$ cat config.mk
export PLATFORM = sky130hd
export DESIGN_NAME = saturating_fixed_muldiv_flat
export DESIGN_NICKNAME = d
export VERILOG_FILES = /design/src/rtl/smfmd_pkg.sv /design/src/rtl/smfmd_if.sv /design/src/rtl/smfmd_front.sv /design/src/rtl/smfmd_queue.sv /design/src/rtl/smfmd_back.sv /design/src/rtl/saturating_fixed_muldiv.sv /design/src/flat_wrapper.sv
export SDC_FILE = /design/constraint.sdc
export NUM_CORES = 1
export LEC_CHECK = 0
export BUFFER_PORTS_ARGS = -buffer_cell sky130_fd_sc_hd__buf_2
export CORE_MARGIN = 2
export CORE_UTILIZATION = 65
export DETAILED_ROUTE_END_ITERATION = 7
export PLACE_DENSITY = 0.84
export SLEW_MARGIN = 20
export SYNTH_ARGS = -nofsm -noshare
export SYNTH_HDL_FRONTEND = slang
export SYNTH_SLANG_ARGS = --single-unit
$ cat constraint.sdc
create_clock -name clk -period 11.47 [get_ports clk]
set_clock_uncertainty 0.1 [all_clocks]
set_input_delay 2.8675 -clock clk [delete_from_list [all_inputs] [get_ports clk]]
set_output_delay 2.8675 -clock clk [all_outputs]
set_load 0.05 [all_outputs]
$ cat src/rtl/smfmd_pkg.sv
`default_nettype none
// ----------------------------------------------------------------------------
// smfmd_pkg: shared types and constants
// Operation codes, fault codes, the classified item passed from the front end
// to the execution unit, and the 16-bit saturation helpers.
// ----------------------------------------------------------------------------
package smfmd_pkg;

    localparam int FRAC_BITS_DEFAULT   = 14;
    localparam int QUEUE_DEPTH_DEFAULT = 2;
    localparam int DIV_W               = 32;

    localparam logic [1:0] CMD_MUL    = 2'd0;
    localparam logic [1:0] CMD_DIV    = 2'd1;
    localparam logic [1:0] CMD_MULDIV = 2'd2;

    localparam logic [1:0] FAULT_NONE = 2'd0;
    localparam logic [1:0] FAULT_HIGH = 2'd1;
    localparam logic [1:0] FAULT_LOW  = 2'd2;
    localparam logic [1:0] FAULT_DIV0 = 2'd3;

    localparam logic signed [15:0] SAT_HIGH = 16'sh7fff;
    localparam logic signed [15:0] SAT_LOW  = 16'sh8000;

    typedef enum logic [1:0] {
        OP_MUL,
        OP_DIV,
        OP_MULDIV,
        OP_CONST
    } op_t;

    typedef struct packed {
        op_t                op;
        logic signed [15:0] a;
        logic signed [15:0] b;
        logic signed [15:0] den;
        logic [1:0]         fault;
    } item_t;

    function automatic logic signed [15:0] clamp16(input logic signed [31:0] v);
        logic signed [15:0] r;
        if (v > 32'(SAT_HIGH)) begin
            r = SAT_HIGH;
        end else if (v < 32'(SAT_LOW)) begin
            r = SAT_LOW;
        end else begin
            r = v[15:0];
        end
        return r;
    endfunction

    function automatic logic [1:0] clamp_fault(input logic signed [31:0] v);
        logic [1:0] f;
        if (v > 32'(SAT_HIGH)) begin
            f = FAULT_HIGH;
        end else if (v < 32'(SAT_LOW)) begin
            f = FAULT_LOW;
        end else begin
            f = FAULT_NONE;
        end
        return f;
    endfunction

endpackage
`default_nettype wire

$ cat src/rtl/smfmd_if.sv
`default_nettype none
// ----------------------------------------------------------------------------
// smfmd_if: command and result channels
// Valid/ready channels carrying one command beat and one result beat.
// ----------------------------------------------------------------------------
interface smfmd_cmd_if;
    logic               valid;
    logic               ready;
    logic [1:0]         cmd;
    logic signed [31:0] operand_a;
    logic signed [31:0] operand_b;
    logic signed [31:0] operand_c;

    modport source(output valid, output cmd, output operand_a, output operand_b,
                   output operand_c, input ready);
    modport sink(input valid, input cmd, input operand_a, input operand_b,
                 input operand_c, output ready);
endinterface

interface smfmd_res_if;
    logic               valid;
    logic               ready;
    logic signed [15:0] product;
    logic [1:0]         fault_code;

    modport source(output valid, output product, output fault_code, input ready);
    modport sink(input valid, input product, input fault_code, output ready);
endinterface
`default_nettype wire

$ cat src/rtl/smfmd_front.sv
`default_nettype none
// ----------------------------------------------------------------------------
// smfmd_front: command intake and classification
// Clamps the operands, detects zero divisors and records operand faults.
// ----------------------------------------------------------------------------
module smfmd_front (
    smfmd_cmd_if.sink         cmd_ch,
    output logic              push_valid,
    input  logic              push_ready,
    output smfmd_pkg::item_t  push_item
);

    logic signed [15:0] ta;
    logic signed [15:0] tb;
    logic signed [15:0] tc;
    logic [1:0]         fa;
    logic [1:0]         fb;
    logic [1:0]         fc;
    logic [1:0]         fab;

    assign ta  = smfmd_pkg::clamp16(cmd_ch.operand_a);
    assign tb  = smfmd_pkg::clamp16(cmd_ch.operand_b);
    assign tc  = smfmd_pkg::clamp16(cmd_ch.operand_c);
    assign fa  = smfmd_pkg::clamp_fault(cmd_ch.operand_a);
    assign fb  = smfmd_pkg::clamp_fault(cmd_ch.operand_b);
    assign fc  = smfmd_pkg::clamp_fault(cmd_ch.operand_c);
    assign fab = (fb != smfmd_pkg::FAULT_NONE) ? fb : fa;

    assign push_valid   = cmd_ch.valid;
    assign cmd_ch.ready = push_ready;

    always_comb
    begin
        push_item.a     = ta;
        push_item.b     = tb;
        push_item.den   = tb;
        push_item.op    = smfmd_pkg::OP_CONST;
        push_item.fault = smfmd_pkg::FAULT_NONE;
        case (cmd_ch.cmd)
            smfmd_pkg::CMD_MUL:
            begin
                push_item.op    = smfmd_pkg::OP_MUL;
                push_item.fault = fab;
            end
            smfmd_pkg::CMD_DIV:
            begin
                if (cmd_ch.operand_b == 32'sd0) begin
                    push_item.fault = smfmd_pkg::FAULT_DIV0;
                end else begin
                    push_item.op    = smfmd_pkg::OP_DIV;
                    push_item.fault = fab;
                end
            end
            smfmd_pkg::CMD_MULDIV:
            begin
                push_item.den = tc;
                if (cmd_ch.operand_c == 32'sd0) begin
                    push_item.fault = smfmd_pkg::FAULT_DIV0;
                end else begin
                    push_item.op    = smfmd_pkg::OP_MULDIV;
                    push_item.fault = (fc != smfmd_pkg::FAULT_NONE) ? fc : fab;
                end
            end
            default:
            begin
                push_item.op    = smfmd_pkg::OP_CONST;
                push_item.fault = smfmd_pkg::FAULT_NONE;
            end
        endcase
    end

endmodule
`default_nettype wire

$ cat src/rtl/smfmd_queue.sv
`default_nettype none
// ----------------------------------------------------------------------------
// smfmd_queue: classified item queue
// A small FIFO that decouples the front end from the execution unit.
// ----------------------------------------------------------------------------
module smfmd_queue #(
    parameter int DEPTH = smfmd_pkg::QUEUE_DEPTH_DEFAULT
) (
    input  logic             clk,
    input  logic             rst_n,
    input  logic             push_valid,
    output logic             push_ready,
    input  smfmd_pkg::item_t push_item,
    output logic             pop_valid,
    input  logic             pop_ready,
    output smfmd_pkg::item_t pop_item
);

    localparam int PTR_W = (DEPTH > 1) ? $clog2(DEPTH) : 1;
    localparam int CNT_W = $clog2(DEPTH + 1);

    smfmd_pkg::item_t mem_reg [DEPTH];
    logic [PTR_W-1:0] wr_ptr_reg;
    logic [PTR_W-1:0] rd_ptr_reg;
    logic [CNT_W-1:0] count_reg;
    logic             do_push;
    logic             do_pop;

    assign push_ready = (count_reg != CNT_W'(DEPTH));
    assign pop_valid  = (count_reg != '0);
    assign pop_item   = mem_reg[rd_ptr_reg];
    assign do_push    = push_valid && push_ready;
    assign do_pop     = pop_valid && pop_ready;

    always_ff @(posedge clk)
    begin
        if (do_push) begin
            mem_reg[wr_ptr_reg] <= push_item;
        end
    end

    always_ff @(posedge clk or negedge rst_n)
    begin
        if (!rst_n) begin
            wr_ptr_reg <= '0;
            rd_ptr_reg <= '0;
            count_reg  <= '0;
        end else begin
            if (do_push) begin
                wr_ptr_reg <= (wr_ptr_reg == PTR_W'(DEPTH - 1)) ? '0 : wr_ptr_reg + 1'b1;
            end
            if (do_pop) begin
                rd_ptr_reg <= (rd_ptr_reg == PTR_W'(DEPTH - 1)) ? '0 : rd_ptr_reg + 1'b1;
            end
            if (do_push && !do_pop) begin
                count_reg <= count_reg + 1'b1;
            end else if (do_pop && !do_push) begin
                count_reg <= count_reg - 1'b1;
            end
        end
    end

endmodule
`default_nettype wire

$ cat src/rtl/smfmd_back.sv
`default_nettype none
// ----------------------------------------------------------------------------
// smfmd_back: execution unit
// Multiplies, divides one quotient bit per cycle, saturates the result and
// keeps the sticky fault status.
// ----------------------------------------------------------------------------
module smfmd_back #(
    parameter int FRAC_BITS = smfmd_pkg::FRAC_BITS_DEFAULT
) (
    input  logic             clk,
    input  logic             rst_n,
    input  logic             pop_valid,
    output logic             pop_ready,
    input  smfmd_pkg::item_t pop_item,
    smfmd_res_if.source      res_ch
);

    localparam int CNT_W = $clog2(smfmd_pkg::DIV_W);

    typedef enum logic [2:0] {
        S_IDLE,
        S_MUL,
        S_SETUP,
        S_DIV,
        S_FIN
    } state_t;

    state_t                          state_reg, state_next;
    smfmd_pkg::item_t                item_reg, item_next;
    logic signed [31:0]              prod_reg, prod_next;
    logic [smfmd_pkg::DIV_W-1:0]     num_reg, num_next;
    logic [smfmd_pkg::DIV_W-1:0]     quo_reg, quo_next;
    logic [15:0]                     rem_reg, rem_next;
    logic [15:0]                     den_reg, den_next;
    logic [CNT_W-1:0]                cnt_reg, cnt_next;
    logic                            neg_reg, neg_next;
    logic [1:0]                      status_reg, status_next;
    logic                            out_valid_reg, out_valid_next;
    logic signed [15:0]              out_product_reg, out_product_next;
    logic [1:0]                      out_fault_reg, out_fault_next;

    logic [16:0]                     trial;
    logic                            qbit;
    logic signed [31:0]              r_full;
    logic signed [15:0]              r_val;
    logic [1:0]                      r_fault;
    logic [1:0]                      code;

    assign pop_ready         = (state_reg == S_IDLE);
    assign res_ch.valid      = out_valid_reg;
    assign res_ch.product    = out_product_reg;
    assign res_ch.fault_code = out_fault_reg;

    assign trial = {rem_reg, num_reg[smfmd_pkg::DIV_W-1]};
    assign qbit  = (trial >= {1'b0, den_reg});

    always_comb
    begin
        case (item_reg.op)
            smfmd_pkg::OP_MUL:
            begin
                r_full = prod_reg >>> FRAC_BITS;
            end
            smfmd_pkg::OP_DIV, smfmd_pkg::OP_MULDIV:
            begin
                r_full = neg_reg ? -signed'(quo_reg) : signed'(quo_reg);
            end
            default:
            begin
                r_full = (item_reg.fault == smfmd_pkg::FAULT_DIV0) ? 32'(smfmd_pkg::SAT_HIGH)
                                                                   : 32'sd0;
            end
        endcase
        r_val   = smfmd_pkg::clamp16(r_full);
        r_fault = (item_reg.op == smfmd_pkg::OP_CONST) ? smfmd_pkg::FAULT_NONE
                                                       : smfmd_pkg::clamp_fault(r_full);
        code    = (r_fault != smfmd_pkg::FAULT_NONE) ? r_fault : item_reg.fault;
    end

    always_comb
    begin
        state_next       = state_reg;
        item_next        = item_reg;
        prod_next        = prod_reg;
        num_next         = num_reg;
        quo_next         = quo_reg;
        rem_next         = rem_reg;
        den_next         = den_reg;
        cnt_next         = cnt_reg;
        neg_next         = neg_reg;
        status_next      = status_reg;
        out_valid_next   = out_valid_reg && !res_ch.ready;
        out_product_next = out_product_reg;
        out_fault_next   = out_fault_reg;
        case (state_reg)
            S_IDLE:
            begin
                if (pop_valid) begin
                    item_next  = pop_item;
                    state_next = S_MUL;
                end
            end
            S_MUL:
            begin
                if (item_reg.op == smfmd_pkg::OP_DIV) begin
                    prod_next = 32'(item_reg.a) <<< FRAC_BITS;
                end else begin
                    prod_next = 32'(item_reg.a) * 32'(item_reg.b);
                end
                state_next = S_SETUP;
            end
            S_SETUP:
            begin
                num_next = prod_reg[31] ? 32'(-prod_reg) : 32'(prod_reg);
                den_next = item_reg.den[15] ? 16'(-item_reg.den) : 16'(item_reg.den);
                neg_next = prod_reg[31] ^ item_reg.den[15];
                rem_next = '0;
                quo_next = '0;
                cnt_next = CNT_W'(smfmd_pkg::DIV_W - 1);
                if (item_reg.op == smfmd_pkg::OP_DIV || item_reg.op == smfmd_pkg::OP_MULDIV)
                begin
                    state_next = S_DIV;
                end else begin
                    state_next = S_FIN;
                end
            end
            S_DIV:
            begin
                rem_next = qbit ? 16'(trial - {1'b0, den_reg}) : trial[15:0];
                quo_next = {quo_reg[smfmd_pkg::DIV_W-2:0], qbit};
                num_next = {num_reg[smfmd_pkg::DIV_W-2:0], 1'b0};
                cnt_next = cnt_reg - 1'b1;
                if (cnt_reg == '0) begin
                    state_next = S_FIN;
                end
            end
            S_FIN:
            begin
                if (!out_valid_reg || res_ch.ready) begin
                    if (code != smfmd_pkg::FAULT_NONE) begin
                        status_next = code;
                    end
                    out_valid_next   = 1'b1;
                    out_product_next = r_val;
                    out_fault_next   = (code != smfmd_pkg::FAULT_NONE) ? code : status_reg;
                    state_next       = S_IDLE;
                end
            end
            default:
            begin
                state_next = S_IDLE;
            end
        endcase
    end

    always_ff @(posedge clk or negedge rst_n)
    begin
        if (!rst_n) begin
            state_reg     <= S_IDLE;
            status_reg    <= smfmd_pkg::FAULT_NONE;
            out_valid_reg <= 1'b0;
        end else begin
            state_reg       <= state_next;
            status_reg      <= status_next;
            out_valid_reg   <= out_valid_next;
            item_reg        <= item_next;
            prod_reg        <= prod_next;
            num_reg         <= num_next;
            quo_reg         <= quo_next;
            rem_reg         <= rem_next;
            den_reg         <= den_next;
            cnt_reg         <= cnt_next;
            neg_reg         <= neg_next;
            out_product_reg <= out_product_next;
            out_fault_reg   <= out_fault_next;
        end
    end

`ifndef ASSERT_OFF
    a_div_ends: assert property (@(posedge clk) disable iff (!rst_n)
        (state_reg == S_DIV && cnt_reg == '0) |=> (state_reg == S_FIN))
        else $error("divider did not finish after the last quotient bit");

    a_status_sticky: assert property (@(posedge clk) disable iff (!rst_n)
        (status_reg != smfmd_pkg::FAULT_NONE) |=> (status_reg != smfmd_pkg::FAULT_NONE))
        else $error("fault status returned to none");

    a_beat_from_fin: assert property (@(posedge clk) disable iff (!rst_n)
        $rose(out_valid_reg) |-> $past(state_reg == S_FIN))
        else $error("result beat raised outside the finish state");

    a_rem_bound: assert property (@(posedge clk) disable iff (!rst_n)
        (state_reg == S_FIN && (item_reg.op == smfmd_pkg::OP_DIV ||
         item_reg.op == smfmd_pkg::OP_MULDIV)) |-> (rem_reg < den_reg))
        else $error("division remainder not below divisor");

    a_fault_matches: assert property (@(posedge clk) disable iff (!rst_n)
        $rose(out_valid_reg) |-> (out_fault_reg == status_reg))
        else $error("reported fault code differs from status");
`endif

endmodule
`default_nettype wire

$ cat src/rtl/saturating_fixed_muldiv.sv
`default_nettype none
// ----------------------------------------------------------------------------
// saturating_fixed_muldiv: saturating 16-bit fixed-point multiply and divide
// Top level joining the front end, the item queue and the execution unit.
// ----------------------------------------------------------------------------
// Usage:
//   cmd_ch carries one command beat: cmd (0 multiply, 1 divide, 2 multiply
//   then divide) and three 32-bit signed operands, clamped to 16 bits.
//   res_ch returns one result beat per command: the saturated product and
//   the sticky fault status after that command.
//   A multiply or a constant result (zero divisor, unused command) passes
//   the execution states S_MUL, S_SETUP and S_FIN before its result beat; a
//   divide or multiply-divide also passes S_DIV, where the 32-bit restoring
//   divider forms one quotient bit a cycle.
//   One command is executed at a time; the queue in front of the execution
//   unit accepts up to QUEUE_DEPTH further commands while one is being
//   worked on.
//   Reset clears the queue, the fault status and the result valid.
//   When the receiver stalls, the finished result is held in the output
//   register; the next command is computed and waits for that beat to go.
// ----------------------------------------------------------------------------
module saturating_fixed_muldiv #(
    parameter int FRAC_BITS   = smfmd_pkg::FRAC_BITS_DEFAULT,
    parameter int QUEUE_DEPTH = smfmd_pkg::QUEUE_DEPTH_DEFAULT
) (
    input  logic        clk,
    input  logic        rst_n,
    smfmd_cmd_if.sink   cmd_ch,
    smfmd_res_if.source res_ch
);

    logic             push_valid;
    logic             push_ready;
    smfmd_pkg::item_t push_item;
    logic             pop_valid;
    logic             pop_ready;
    smfmd_pkg::item_t pop_item;

    smfmd_front u_front (
        .cmd_ch     (cmd_ch),
        .push_valid (push_valid),
        .push_ready (push_ready),
        .push_item  (push_item)
    );

    smfmd_queue #(
        .DEPTH (QUEUE_DEPTH)
    ) u_queue (
        .clk        (clk),
        .rst_n      (rst_n),
        .push_valid (push_valid),
        .push_ready (push_ready),
        .push_item  (push_item),
        .pop_valid  (pop_valid),
        .pop_ready  (pop_ready),
        .pop_item   (pop_item)
    );

    smfmd_back #(
        .FRAC_BITS (FRAC_BITS)
    ) u_back (
        .clk       (clk),
        .rst_n     (rst_n),
        .pop_valid (pop_valid),
        .pop_ready (pop_ready),
        .pop_item  (pop_item),
        .res_ch    (res_ch)
    );

endmodule
`default_nettype wire
$ cat src/flat_wrapper.sv
// flat-port wrapper written by rule: the top's interface ports become plain ports
module saturating_fixed_muldiv_flat 
#(
    parameter int FRAC_BITS   = smfmd_pkg::FRAC_BITS_DEFAULT,
    parameter int QUEUE_DEPTH = smfmd_pkg::QUEUE_DEPTH_DEFAULT
)
  (clk, rst_n, cmd_ch_valid, cmd_ch_cmd, cmd_ch_operand_a, cmd_ch_operand_b, cmd_ch_operand_c, cmd_ch_ready, res_ch_valid, res_ch_product, res_ch_fault_code, res_ch_ready);
  smfmd_cmd_if cmd_ch_i ();
  smfmd_res_if res_ch_i ();
  input  logic clk;
  input  logic rst_n;
  input wire logic [$bits(cmd_ch_i.valid)-1:0] cmd_ch_valid;
  input wire logic [$bits(cmd_ch_i.cmd)-1:0] cmd_ch_cmd;
  input wire logic [$bits(cmd_ch_i.operand_a)-1:0] cmd_ch_operand_a;
  input wire logic [$bits(cmd_ch_i.operand_b)-1:0] cmd_ch_operand_b;
  input wire logic [$bits(cmd_ch_i.operand_c)-1:0] cmd_ch_operand_c;
  output wire logic [$bits(cmd_ch_i.ready)-1:0] cmd_ch_ready;
  output wire logic [$bits(res_ch_i.valid)-1:0] res_ch_valid;
  output wire logic [$bits(res_ch_i.product)-1:0] res_ch_product;
  output wire logic [$bits(res_ch_i.fault_code)-1:0] res_ch_fault_code;
  input wire logic [$bits(res_ch_i.ready)-1:0] res_ch_ready;
  assign cmd_ch_i.valid = cmd_ch_valid;
  assign cmd_ch_i.cmd = cmd_ch_cmd;
  assign cmd_ch_i.operand_a = cmd_ch_operand_a;
  assign cmd_ch_i.operand_b = cmd_ch_operand_b;
  assign cmd_ch_i.operand_c = cmd_ch_operand_c;
  assign cmd_ch_ready = cmd_ch_i.ready;
  assign res_ch_valid = res_ch_i.valid;
  assign res_ch_product = res_ch_i.product;
  assign res_ch_fault_code = res_ch_i.fault_code;
  assign res_ch_i.ready = res_ch_ready;
  saturating_fixed_muldiv #(.FRAC_BITS(FRAC_BITS), .QUEUE_DEPTH(QUEUE_DEPTH)) u_core (.clk(clk), .rst_n(rst_n), .cmd_ch(cmd_ch_i), .res_ch(res_ch_i));
endmodule
After elaboration in Yosys (flattened, before gate mapping):

Memory sizes are Yosys's and may differ from the RTL's. A register that Yosys moved wholly into a read port is not among the register bits.
Cells that the tools add are included.

* flip-flop bits (word level): 162
* bits in writable memories: 104
* logic and storage cells: 135
* memories: 1

* add/subtract/negate cells: 9
* multipliers: 1
* magnitude comparators: 9
* equality and inequality tests: 14
* muxes and demuxes: 51
* bitwise gates (word level): 1
* reductions and logical operators: 32

Memories
* u_core.u_queue.mem_reg: words 2, bits a word 52, read ports 1, clocked after Yosys merged registers in 1, write ports 1, RTL line smfmd_queue.sv:22 `smfmd_pkg::item_t mem_reg [DEPTH];`

Operators with widths (number)
* one-hot mux 32 bit (2 select lines): 3
* two-way mux 16 bit: 9
* greater-than comparator 32 x 16 -> 1 bit, second input constant: 4
* less-than comparator 32 x 16 -> 1 bit, second input constant: 4
* two-way mux 32 bit: 3
* zero test 32 bit: 2
* negation 32 bit: 2
* two-way mux 2 bit: 18
* multiplier 16 x 16 -> 32 bit: 1
* one-hot mux 16 bit (2 select lines): 1
* two-way mux 15 bit: 2
* greater-or-equal comparator 17 x 16 -> 1 bit: 1
* negation 16 bit: 1
* subtractor 16 bit: 1
* one-hot mux 3 bit (5 select lines): 1
* nonzero test 2 bit: 7
* two-way mux 3 bit: 4
* one-hot mux 2 bit (3 select lines): 2
* one-hot mux 5 bit (2 select lines): 1
* AND reduction 3 bit: 3
* equality test 2 bit, second input constant: 4
* != test 2 bit, second input constant: 4
* AND reduction 2 bit: 4
* two-way mux 1 bit: 7
* 16 further kinds: 28

Depth between registers and ports, before layout:

* word-level depth: 11
* mapped depth: 24
* gate-level depth less buffers: 23

By module:

A second synthesis with hierarchy kept.

* cell total of the unflattened synthesis: 2426
* area, all modules: 26053.7 um2

Modules (own cells, without submodules)
* smfmd_back: instances 1, cells each 2079, area an instance 20826.2 um2, seq. area each 6276.0 um2
* smfmd_queue: instances 1, cells each 180, area an instance 4197.8 um2, seq. area each 3223.1 um2
* smfmd_front: instances 1, cells each 167, area an instance 1029.7 um2, seq. area each 0.0 um2

Worst setup path after synthesis:

OpenSTA, ideal clock, no wires.

* path type: in2reg
* start: in rst_n
* end: reg u_core.u_back.cnt_reg[0] (enable)
* arrival time: 6.477 ns
* required time: 10.841 ns
* path slack: 4.364 ns
* cell stages on the path: 2
* path buffers: 0
* path through: inv_1 nor2_1

* cells in the longest elaborated chain, start to end: 1

RTL lines
* start: declaration: RTL line flat_wrapper.sv:11 `input logic rst_n;`
* AND reduction 2 bit (no line)
* end signal: assignment: RTL line smfmd_back.sv:172 `cnt_reg <= cnt_next;`
* end: declaration: RTL line smfmd_back.sv:35 `logic [CNT_W-1:0] cnt_reg, cnt_next;`

Every way passes these cells.
A chain may end at the register's enable or synchronous reset.

Worst setup path in the final report:

* start: reg u_core.u_back.item_reg[40] (netlist name)
* end: reg u_core.u_back.prod_reg[26] (data pin)

* cells in the longest elaborated chain, start to end: 2

RTL lines
* start: declaration: RTL line smfmd_back.sv:29 `smfmd_pkg::item_t item_reg, item_next;`
* start signal: assignment: RTL line smfmd_back.sv:166 `item_reg <= item_next;`
* multiplier 16 x 16 -> 32 bit: RTL line smfmd_back.sv:108 `prod_next = 32'(item_reg.a) * 32'(item_reg.b);`
* two-way mux 32 bit: RTL line smfmd_back.sv:105 `if (item_reg.op == smfmd_pkg::OP_DIV) begin`
* end signal: assignment: RTL line smfmd_back.sv:167 `prod_reg <= prod_next;`
* end: declaration: RTL line smfmd_back.sv:30 `logic signed [31:0] prod_reg, prod_next;`

Every way passes these cells.

==> PnR_summary.wiki <==
{| class="wikitable"
! Metric !! Value
|-
| Reg2reg setup slack || 4.13 ns
|-
| Setup Viol. Count Final || 0
|-
| Worst setup path class || reg -> reg
|-
| Synthesis-stage register bit count || 318
|-
| Worst r2r dst || u_core.u_back.prod_reg[26]$_DFFE_PP_
|-
| # placed instances || 2940
|-
| Share of the core filled with cells in the final layout || 71.2%
|-
| Minimum period implied by the final worst setup slack || 7.34 ns
|-
| Total routed wire length on the met1 layer || 23300 um
|-
| Post-DR vias/cell || 5.84
|-
| Area of the core region || 38600 um2
|-
| Slowest stage cell on the critical path || a211oi_1
|-
| Number of buffers inserted for hold repair after clock tree synthesis || 0
|-
| Routability cong. || 0.992
|-
| Die Area || 40500 um2
|-
| Critical path capture point type || flop
|-
| Count of mapped cells out of synthesis || 2380
|-
| First DRT Iteration DRCs || 1386
|-
| Max_slew headroom || 28.5%
|-
| Vias in the first global route || 18200
|-
| Met2 layer wire length in the routed design || 27600 um
|-
| Number of antenna violations at the first check in global routing || 0
|-
| Post-synthesis instance area || 25300 um2
|-
| Overall routed net length || 56500 um
|-
| Count of buffer and inverter cells on the critical path || 6
|-
| Share of layout cells above drive strength 1 || 11.2%
|-
| Clk sinks || 318
|-
| Number of top-level pins || 122
|-
| Dominant synthesized flop cell || edfxtp_1
|-
| Met3 routed wirelength || 4070 um
|-
| Synth Warn # || 0
|-
| Count of unique library cells instantiated by Yosys || 75
|-
| Die Y || 201 um
|-
| Startpoint of the lowest-slack hold path || u_core.u_back.state_reg[2]$_DFFE_PN0P_
|-
| Synthesis-to-finish area growth || 8.51%
|-
| Remaining Overflow, GRT || 0
|-
| Flip-flop count of the largest register after layout || 104
|-
| Residual DRC || 0
|-
| Startpoint of the lowest-slack register-to-register path || u_core.u_back.item_reg[40]$_DFFE_PP_
|-
| Remaining antenna violation count || 0
|-
| Min-delay worst type || reg -> reg
|-
| Highest routed metal layer || met4
|-
| Critical path, cell by cell || and2_1, fa_1, inv_1, fa_1, inv_1, fa_1, inv_1, fa_1, inv_1, fa_1, inv_1, fa_1, inv_1, ha_1, a21o_1, a21o_1, a21oi_1, o21ai_0, a211oi_1, o211ai_1, a21oi_1, xor2_1, o21ai_0
|-
| Effective utilization at floorplan || 65.6%
|-
| Commonest cells after routing, fill and taps aside || inv_1, edfxtp_1, nand2_1
|-
| Number of setup buffers added after CTS || 0
|-
| Layout filler cell count || 2736
|-
| Number of synthesized flops with an enable pin || 308
|-
| HPWL after detailed placement || 42200 um
|-
| Total nets after synthesis || 2851
|-
| Kind of start point of the critical path || flop
|-
| Commonest non-fill, non-tap cell in the layout || inv_1
|-
| H-tree Lvls || 2
|-
| Total of max-cap violations || 0
|-
| TritonCTS clock tree || yes
|-
| Result of the run || completed
|-
| Inserted Clock Buffers || 35
|-
| Worst setup slack before clock tree synthesis || 4.22 ns
|-
| Critical Path Start || u_core.u_back.item_reg[40]$_DFFE_PP_
|-
| Count of endpoints failing hold in the final timing report || 0
|-
| Cell class contributing the biggest share of worst-path delay || adder cells
|-
| Post-CTS clock slew at the launch and capture registers of the worst setup and hold paths || 0.06 ns
|-
| Critical Path End || u_core.u_back.prod_reg[26]$_DFFE_PP_
|-
| Required time of the critical path || 11.62 ns
|-
| Total count of max-transition violations in the final report || 0
|-
| Input/output buffers || 121
|-
| Final-layout setup total negative slack || 0 ns
|-
| Max Fclk || 136 MHz
|-
| Minimum setup slack in the final design || 4.13 ns
|-
| Post_cts resized || 0
|-
| Layout Cells excl Fill || 3003
|-
| Setup repair after global routing missed its margin || false
|-
| Worst path depth || 23
|-
| Delay of the slowest cell on the worst path || 0.83 ns
|-
| Avg Inst Size Synth || 10.6 um2
|-
| Pin count of the biggest net entering global routing || 98
|-
| Worst Reg2Reg Path Length in Cells || 23
|-
| Number of antenna repair diodes || 0
|-
| Clock latency on the worst-skew pair || 0.53 ns
|-
| Gr usage total || 29.1%
|-
| Share of the clock period used by the worst path || 64.0%
|-
| Slew @ Worst Pin || 1.07 ns
|-
| Cell Rows || 72
|-
| Die width || 201 um
|-
| Net count of the finished layout || 2930
|-
| First-pass GRT wire length || 93700 um
|-
| Asr flop ratio synth || 3.14%
|-
| DR WL/cell || 18.8 um
|-
| Via count of the routed design || 17500
|-
| Worst path arrival time || 7.49 ns
|-
| 1st-pass router iterations || 8
|-
| CTS root buf || clkbuf_16
|-
| Largest buffer count on any clock path || 3
|-
| Largest fanout on the critical path || 17
|-
| Sequential cell area fraction in the yosys report || 37.5%
|}
final cells by class:
cell class                      count  area [um2]  share of cell area, %
Timing Repair Buffer              136         718                   2.62
Clock inverter                     19         184                  0.670
Multi-Input combinational cell   1601       14100                   51.3
Inverter                          367        1380                   5.02
Sequential cell                   318        9500                   34.6
Tap cell                          518         648                   2.36
Clock buffer                       44         952                   3.47
metrics by stage:
stage               hold WS [ns]  instance area [um2]
floorplan                  0.349                25300
global placement           0.369                26300
detailed placement         0.370                26300
CTS                        0.380                27500
global route               0.418                27500
finish                     0.377                27500
worst min-delay path by stage:
stage | slack (ns) | cells past startpoint | to
CTS | 0.38 | 1 | u_core.u_back.state_reg[1]$_DFFE_PN0P_
floorplan | 0.35 | 1 | u_core.u_back.status_reg[0]$_DFFE_PN0P_
global placement | 0.37 | 1 | u_core.u_back.state_reg[1]$_DFFE_PN0P_
detailed placement | 0.37 | 1 | u_core.u_back.state_reg[1]$_DFFE_PN0P_
finish | 0.38 | 1 | u_core.u_back.state_reg[1]$_DFFE_PN0P_
global route | 0.42 | 1 | u_core.u_back.state_reg[1]$_DFFE_PN0P_
Yosys cell counts, drive strengths merged, types with 23 or more instances:
master	instances	share of area [%]
a21o	33	1.0
a21oi	56	1.2
and2	150	3.7
clkbuf	77	1.1
edfxtp	308	37
fa	263	21
ha	106	5.2
inv	367	5.4
mux2	55	2.4
nand2	285	4.2
nand4	28	0.69
nor2	101	1.5
nor3	29	0.57
nor4	23	0.57
o21ai	112	2.2
o31ai	25	0.74
xnor2	54	1.9
xor2	62	2.1
kinds of logic (layout without fill, tap and decap cells):
family	Yosys count	in the layout	synth area share [%]
multiplexers	66	66	2.88
adder cells (fa/ha/maj)	369	369	26.0
buffers and inverters	461	566	7.10
flip-flops	318	318	37.5
AND/OR/NAND/NOR	714	714	13.9
AO/OA/AOI/OAI	336	336	8.53
XOR/XNOR	116	116	4.02
per-layer routing:
metal,track usage (%),vias up
li1,-,8092
met1,39.1,8587
met2,49.7,735
met3,4.20,129
met4,8.46,0
met5,0,-
Power is left out: the tool's default activity adds up to more than one toggle a clock period on the data nets, which glitch-free logic cannot reach.
